$ cat src/hdl/obm_pkg.sv
// obm_pkg: shared types, field widths, operation and status codes for the order book matcher
// no dependencies; imported by every module of the block
package obm_pkg;

    localparam int PRODUCT_W = 8;
    localparam int PRICE_W = 20;
    localparam int QTY_W = 20;
    localparam int TRADER_W = 8;
    localparam int OID_W = 20;
    localparam int PCOUNT_W = 9;
    localparam int SLOT_W = 8;

    localparam int DEF_ORDER_SLOTS = 256;
    localparam int DEF_PRICE_LIMIT = 1000000;
    localparam int DEF_QUANTITY_LIMIT = 1000000;

    localparam logic [PCOUNT_W-1:0] PCOUNT_RESET = 9'd256;

    localparam logic [2:0] FN_ADD = 3'd0;
    localparam logic [2:0] FN_MATCH = 3'd1;
    localparam logic [2:0] FN_CANCEL = 3'd2;
    localparam logic [2:0] FN_AMEND = 3'd3;
    localparam logic [2:0] FN_EXISTS = 3'd4;

    localparam logic [2:0] ST_OK = 3'd0;
    localparam logic [2:0] ST_NOT_FOUND = 3'd1;
    localparam logic [2:0] ST_INVALID = 3'd2;
    localparam logic [2:0] ST_FULL = 3'd3;

    localparam logic [0:0] REG_PROD_LIMIT = 1'b0;

    typedef struct packed {
        logic [2:0]           func;
        logic                 is_buy;
        logic [PRODUCT_W-1:0] prod_code;
        logic [PRICE_W-1:0]   price;
        logic [QTY_W-1:0]     quantity;
        logic [TRADER_W-1:0]  trader_code;
        logic [OID_W-1:0]     order_num;
    } t_cmd;

    typedef struct packed {
        logic [2:0]           status;
        logic [SLOT_W-1:0]    slot;
        logic                 hit_is_buy;
        logic [PRODUCT_W-1:0] hit_product;
        logic [PRICE_W-1:0]   hit_price;
        logic [QTY_W-1:0]     hit_quantity;
        logic [TRADER_W-1:0]  hit_trader;
        logic [OID_W-1:0]     hit_order_num;
    } t_result;

    typedef struct packed {
        logic                 is_buy;
        logic [PRODUCT_W-1:0] product;
        logic [PRICE_W-1:0]   price;
        logic [QTY_W-1:0]     quantity;
    } t_terms;

    typedef struct packed {
        logic [TRADER_W-1:0] trader;
        logic [OID_W-1:0]    order_num;
    } t_owner;

    typedef struct packed {
        t_terms terms;
        t_owner owner;
    } t_entry;

    function automatic logic terms_ok(t_terms t, logic [PCOUNT_W-1:0] pcount,
                                      logic [PRICE_W:0] plim, logic [QTY_W:0] qlim);
        return ({1'b0, t.product} < pcount) && (t.price != '0) &&
               ({1'b0, t.price} < plim) && (t.quantity != '0) &&
               ({1'b0, t.quantity} < qlim);
    endfunction

endpackage

$ cat src/hdl/obm_cfg.sv
// obm_cfg: apb register block holding the product count
// depends on obm_pkg
module obm_cfg (
    input  logic                          i_clk,
    input  logic                          i_rst_n,
    input  logic                          psel,
    input  logic                          penable,
    input  logic                          pwrite,
    input  logic [2:0]                    paddr,
    input  logic [31:0]                   pwdata,
    output logic [31:0]                   prdata,
    output logic                          pready,
    output logic [obm_pkg::PCOUNT_W-1:0]  o_prod_limit
);
    import obm_pkg::*;

    logic [PCOUNT_W-1:0] r_prod_limit;
    logic                w_sel_pc;

    assign w_sel_pc = (paddr[2] == REG_PROD_LIMIT);

    always_ff @(posedge i_clk) begin
        if (!i_rst_n) begin
            r_prod_limit <= PCOUNT_RESET;
        end else if (psel && penable && pwrite && w_sel_pc) begin
            r_prod_limit <= pwdata[PCOUNT_W-1:0];
        end
    end

    assign pready = 1'b1;
    assign prdata = w_sel_pc ? {{(32-PCOUNT_W){1'b0}}, r_prod_limit} : 32'd0;
    assign o_prod_limit = r_prod_limit;

endmodule

$ cat config.mk
export PLATFORM = sky130hd
export DESIGN_NAME = obm_cfg
export DESIGN_NICKNAME = d
export VERILOG_FILES = /design/src/hdl/obm_pkg.sv /design/src/hdl/obm_cfg.sv
export SDC_FILE = /design/constraint.sdc
export NUM_CORES = 1
export LEC_CHECK = 0
export BUFFER_PORTS_ARGS = -buffer_cell sky130_fd_sc_hd__buf_2
export CAP_MARGIN = 10
export CELL_PAD_IN_SITES_DETAIL_PLACEMENT = 1
export CELL_PAD_IN_SITES_GLOBAL_PLACEMENT = 1
export CORE_MARGIN = 2
export CORE_UTILIZATION = 19
export DETAILED_ROUTE_END_ITERATION = 7
export PLACE_DENSITY_LB_ADDON = 0.05
export SLEW_MARGIN = 20
export SYNTH_ARGS = -nofsm -noshare
export SYNTH_HDL_FRONTEND = slang
export SYNTH_SLANG_ARGS = --single-unit
$ cat constraint.sdc
create_clock -name i_clk -period 0.95 [get_ports i_clk]
set_input_delay 0.19 -clock i_clk [delete_from_list [all_inputs] [get_ports i_clk]]
set_output_delay 0.19 -clock i_clk [all_outputs]
set_load 0.05 [all_outputs]
# Yosys cells after proc, flatten, opt, wreduce, memory -nomap -nowiden
# Index checks and enable logic that the tools add are counted.
totals:
  regBits: 9
  input_bits: 40
classes:
  n_mux: 1
  bitwise_logic: 1
  n_reduce_logical: 3
op_table:
  columns: ["cell", "n"]
  rows:
  - ["$mux 9", 1]
  - ["$logic_and 1x1->1", 3]
  - ["$not 1->1", 1]

# Logic depth before layout (Yosys ltp)
# Gate-level depths: netlist (run 1).
logic_depth:
  ltp_word: 3
  ltp_mapped: 4
  ltp_nobuf: 2

# Worst setup path before layout (run 1)
# Ideal clock, no wire load.
synth_timing:
  kind: "register -> output"
  from: "register r_prod_limit[8] (netlist: o_prod_limit[8])"
  to: "output prdata[8]"
  arrival_ps: 1010
  slack_ps: -250
  stages_incl_launch_ff: 2
  path_buffers: 0
  cell_sequence: "dfxtp_1 and2b_2"
synth_via:
  elab_chain_len: 1
synth_rtl:
  columns: ["element", "line", "text"]
  rows:
  - ["start, declared", "obm_cfg.sv:17", "logic [PCOUNT_W-1:0] r_prod_limit;"]
  - ["start signal, assigned", "obm_cfg.sv:26", "r_prod_limit <= pwdata[PCOUNT_W-1:0];"]
  - ["$mux 9", "obm_cfg.sv:31", "assign prdata = w_sel_pc ? {{(32-PCOUNT_W){1'b0}}, r_prod_limit} : 32'd0;"]
  - ["end, declared", "obm_cfg.sv:11", "output logic [31:0] prdata,"]
# No other way between the ends.

# Final worst setup path (run 1)
layout_timing:
  from: "register r_prod_limit[0] (netlist: o_prod_limit[0])"
  to: "output prdata[0]"
# Same word-level chain as after synthesis.

==> reports/metrics.yaml, run 1 <==
outcome:
  status: "finished, violations left"
  violations: "negative setup slack"
setup_path:
  critical_path_required_ns: 0.76
  crit_start: "o_prod_limit[0]"
  cp-end-kind: "output port"
  critPathLaunchType: "flop"
  crit_family: "flip-flops"
  path_cells: "and2b_4 > buf_6"
  crit_buf_inv: 1
  worstSetupPathType: "reg2out"
  timing.rr.start: "o_prod_limit[5]"
  cp.arrival_ns: 0.90
  slowest_delay_ns: 0.35
  cp_slowest_cell: "dfxtp_4"
  cp_max_fo: 2
logic_synthesis:
  ys_top_cells_by_area: "dfxtp_1 28%, buf_4 28%, mux2i_1 14%, and2b_2 12%, nand2_1 9.4%"
  synthMuxAreaShare: 0.141
  synth-edff-count: 0
  synth_top_family_by_area: "buffers and inverters"
  async_reset_ff_frac: 0
  avgSynthCellArea_sq_um: 8.52
  yosysTopAreaCell: "dfxtp_1"
  synthTopCellsByCount: "24 x buf_4, 16 x nand2_1, 9 x and2b_2, 9 x dfxtp_1, 9 x mux2i_1"
  netlist_area_sq_um: 639
  synth_xor_area_frac: 0
  synth-main-ff-cell: "dfxtp_1"
  synth_cell_types: 11
  yosysWarnings: 0
  synthAdderAreaFrac: 0
  post-synth-top-area-fraction: 0.282
  synth-simple-area-share: 0.252
  synthCells: 75
  yosys_register_bits: 9
  synth-compound-area-share: 0
  synth.most_common_cell: "buf_4"
  yosysSeqAreaShare: 0.282
final_layout:
  largest_reg_flops: 9
  stdcell_count: 164
  num-nets-final: 159
  drive_gt1_frac: 0.551
  areaGrowthSynthToFinish_pct: 70.6
  diodes: 0
  fin_util: 0.332
  fillerInstances: 403
global_route:
  first_global_vias: 464
  grt_pass1_wl_mm: 2.14
  antenna_found_initial: 0
  grt_max_degree: 13
  use_met1: 0.0934
  met2_usage: 0.128
  grt-busiest-layer: "met2"
  grt.overflow.total: 0
  globalRouteMet3Util: 0.0352
  track_usage: 0.0781
pwr:
  finalPower_mw: 1.09
  clkPwrFrac: 0.271
  switching_power_uw: 453
  pwr-share-seq: 0.342
  p_int_uw: 634
  sw_frac_of_total: 0.417
  cellPowerDensity_nw_per_um2: 997
  leakage_nw: 0.513
  peakVddDrop_uv: 284
  pwr-share-comb: 0.387
sta:
  max_freq_ghz: 0.915
  setup_viol: 17
  finClkSkew_ns: 0
  finalCritPeriodShare: 1.15
  final-hold-violation-count: 0
  slew_violations: 0
  fin_crit_ns: 1.09
  grt_setup_unrepaired: "true"
  setup_ws_ns: -0.143
  hold_slack_ns: 0.168
clock_tree:
  clk_latency_ns: 0.25
  h-tree-depth: 1
  cts_root_buf: "clkbuf_4"
  clk_pin_slew_ns: 0.07
  cts_sinks: 9
  cts-buffers-inserted: 3
  cts_tree: "built"
  clockBufferDepth: 2
  ctsHoldBuffers: 0
placement:
  io_buffers: 32
  pre_cts_ws_ns: -0.165
  dp_cells: 150
  gp_congestion: 0.636
  hpwl_mm: 1.16
floorplanning:
  die_x_um: 62.0
  fp-row-count: 21
  initial_core_util: 0.195
  design.die.area_sq_um: 3850
  io_pins: 82
  fp.dieH_um: 62.0
  fp.coreArea_sq_um: 3280
drt:
  viasPerCell: 3.41
  drt_iter0_markers: 6
  ant_nets: 0
  drc: 0
  wl_mm: 1.60
  dr_total_vias: 559
  firstDrtPassIters: 3
  post_drt_wl_per_cell_um: 9.76
hold_path:
  hp-start: "pwdata[1]"
  hold_path.class: "in2reg"
run:
  drv_cap: 0
==> tightest hold or removal path: stages <==
cell     delay [ns]
buf_2          0.09
nand2_1        0.04
mux2i_1        0.05
==> power by group through the flow <==
stage	logic (mW)	registers, mW	clock network (mW)
3_3_place_gp	0.375	0.381	0
5_1_grt	0.444	0.373	0.345
6_report	0.421	0.372	0.295
3_5_place_dp	0.376	0.381	0
2_1_floorplan	0.359	0.410	0
4_1_cts	0.419	0.372	0.317
==> placed cells by master (no fill, tap or decap) <==
master    instances
conb_1           24
nand2_1          16
buf_6            16
buf_2            14
and2b_4           9
mux2i_1           9
dfxtp_4           9
buf_8             8
buf_4             4
clkbuf_4          3
nor2b_1           2
buf_12            2
and4b_1           1
clkbuf_1          1
==> cells by family after synthesis <==
kind of cell / after synthesis
simple gates: 28
mux: 9
buf+inv: 27
flops: 9
other cells: 2
==> metal layers <==
metal	share of wire	wire, um	up-vias
met2	0.48	768	31
met3	0.11	170	2
met4	0.0025	4	0
li1	-	-	270
met5	0	0	-
met1	0.41	657	256
==> cell type report <==
cell class / instances / area [sq um] / share of cell area
Multi-Input combinational cell: 61 / 353 / 0.323
Clock buffer: 4 / 26.3 / 0.0241
Tap cell: 46 / 57.6 / 0.0528
Sequential cell: 9 / 214 / 0.196
Timing Repair Buffer: 44 / 440 / 0.404
==> path summary, 6_finish.rpt <==
check	cells past startpoint	slack, ns	end
max	2	-0.14	prdata[0]
min	3	0.17	o_prod_limit[1]
max reg2reg	4	0.16	o_prod_limit[5]
min reg2reg	2	0.49	o_prod_limit[2]
==> metrics by stage <==
stage	cell area, sq um	setup TNS, ns
detailed placement	825	-2.33
global placement	825	-2.29
finish	1090	-1.89
CTS	1070	-2.23
global route	1090	-2.55
floorplan	767	0
==> timing repair <==
item,in CTS,in global routing
endpoints found under the setup margin,18,18
resized for setup,46,5
setup buffers,9,1
(Power assumes the default switching activity.)
==> run 2: changes to the inputs <==
ABC_AREA = 1   (was default)
==> reports/metrics.yaml, run 2 <==
floorplanning:
  die_x_um: 64.7
  fp.coreArea_sq_um: 3610
  initial_core_util: 0.194
  fp.dieH_um: 64.7
  fp-row-count: 22
  design.die.area_sq_um: 4190
  io_pins: 82
global_route:
  grt.overflow.total: 0
  grt_max_degree: 10
  antenna_found_initial: 0
  first_global_vias: 608
  grt_pass1_wl_mm: 2.68
  track_usage: 0.0843
logic_synthesis:
  yosys_register_bits: 9
  synthTopCellsByCount: "25 x nor2_1, 24 x buf_4, 19 x inv_1"
  yosysWarnings: 0
  avgSynthCellArea_sq_um: 6.67
  synth.most_common_cell: "nor2_1"
  yosysSeqAreaShare: 0.257
  async_reset_ff_frac: 0
  synth-edff-count: 0
  yosysTopAreaCell: "dfxtp_1"
  synth-main-ff-cell: "dfxtp_1"
  synth_cell_types: 13
  synthCells: 105
  post-synth-top-area-fraction: 0.257
  ys_top_cells_by_area: "dfxtp_1 26%, buf_4 26%, nor2_1 13%, inv_1 10%, nand3_1 5.7%"
  netlist_area_sq_um: 701
run:
  drv_cap: 0
drt:
  post_drt_wl_per_cell_um: 9.05
  firstDrtPassIters: 2
  ant_nets: 0
  wl_mm: 1.71
  drt_iter0_markers: 1
  viasPerCell: 3.45
  drc: 0
  dr_total_vias: 652
hold_path:
  min_path_cells: 3
  hold_path.class: "in2reg"
pwr:
  finalPower_mw: 1.36
  peakVddDrop_uv: 290
  leakage_nw: 0.563
  cellPowerDensity_nw_per_um2: 1220
placement:
  dpl_cell_area_sq_um: 937
  gp_congestion: 0.662
  hpwl_mm: 1.32
  io_buffers: 32
  pre_cts_ws_ns: -0.0569
final_layout:
  layout_common_cells: "24 x conb_1, 16 x nor2_1, 15 x buf_2, 13 x buf_6"
  drive_gt1_frac: 0.511
  final_common_cell: "conb_1"
  num-nets-final: 182
  largest_reg_flops: 9
  final_area_sq_um: 1110
  areaGrowthSynthToFinish_pct: 58.6
  diodes: 0
  fillerInstances: 461
clock_tree:
  h-tree-depth: 1
  cts_root_buf: "clkbuf_8"
  cts_tree: "built"
  clockBufferDepth: 2
  ctsHoldBuffers: 0
  clk_pin_slew_ns: 0.05
  clk_latency_ns: 0.23
  cts_sinks: 9
  cts-buffers-inserted: 3
outcome:
  violations: "negative setup slack"
  status: "finished, violations left"
sta:
  fin_crit_ns: 1.06
  grt_setup_unrepaired: "true"
  slew_violations: 0
  final.setup.tns_ns: -1.03
  setup_viol: 11
  setup_ws_ns: -0.110
  final-hold-violation-count: 0
  finClkSkew_ns: 0
  max_freq_ghz: 0.943
  finalCritPeriodShare: 1.12
setup_path:
  worstSetupPathType: "reg2out"
  cp-end-kind: "output port"
  critical_path_required_ns: 0.76
  cp.arrival_ns: 0.87
  reg2reg_depth: 2
  critPathLaunchType: "flop"
  cp_max_fo: 3
[run 2: cell types whose count changed in the layout (fill, tap and decap cells not counted), moves of 4 or more]
cell and change:
and2b_4 -9, buf_8 -4, inv_1 +10, inv_2 +10, mux2i_1 -9, nand2_1 -7, nand3_1 +8, nor2_1 +16
nor2_4 +9
[run 2: cell type report]
| cell class | count | area (sq um) | share of cell area |
|---|---|---|---|
| multi-input combinational | 72 | 393 | 0.354 |
| clock buffer | 4 | 45.0 | 0.0405 |
| sequential | 9 | 214 | 0.193 |
| timing repair buffer | 36 | 324 | 0.292 |
| inverter | 20 | 75.1 | 0.0676 |
| tap | 48 | 60.1 | 0.0541 |
[run 2: stage by stage]
stage           util  hold slack, ns  instances
6_report       0.308           0.166        189
5_1_grt        0.308           0.203        189
4_1_cts        0.298           0.166        188
3_5_place_dp   0.260           0.416        184
3_3_place_gp   0.260           0.408        184
2_1_floorplan      -           0.315        127
[run 2: cell families after synthesis]
| kind of cell | share of synthesized area |
|---|---|
| other | 0.0107 |
| flip-flops | 0.257 |
| AND/OR/NAND/NOR | 0.329 |
| AO/OA/AOI/OAI | 0.00714 |
| buffers and inverters | 0.396 |
[run 2: power breakdown]
group	switching (mW)	total (mW)	internal, mW
clock network	0.167	0.461	0.294
registers	0.0144	0.390	0.376
logic	0.393	0.508	0.115
[run 2: timing repair]
item	4_1_cts	5_1_grt
resized for setup	30	8
setup buffers	0	1
endpoints found under the setup margin	18	15
pin swaps	9	0
[run 2: layer usage]
layer | vias up | global-route usage | part of all wire
met5 | - | 0 | 0
met4 | 0 | 0.0638 | 0.016
met3 | 2 | 0.0122 | 0.078
met2 | 32 | 0.135 | 0.52
met1 | 288 | 0.101 | 0.38
li1 | 330 | - | -
[run 2: final timing paths]
path | slack [ns] | to | startpoint
worst max-delay path | -0.11 | prdata[7] | o_prod_limit[7]
worst max register to register | 0.34 | o_prod_limit[8] | o_prod_limit[8]
worst min register to register | 0.50 | o_prod_limit[6] | o_prod_limit[6]
worst min-delay path | 0.17 | o_prod_limit[8] | pwdata[8]
[run 2: critical path: stages (launching register included)]
cell and delay (ns):
dfxtp_4 0.36, inv_2 0.04, nor2_4 0.07, buf_6 0.16
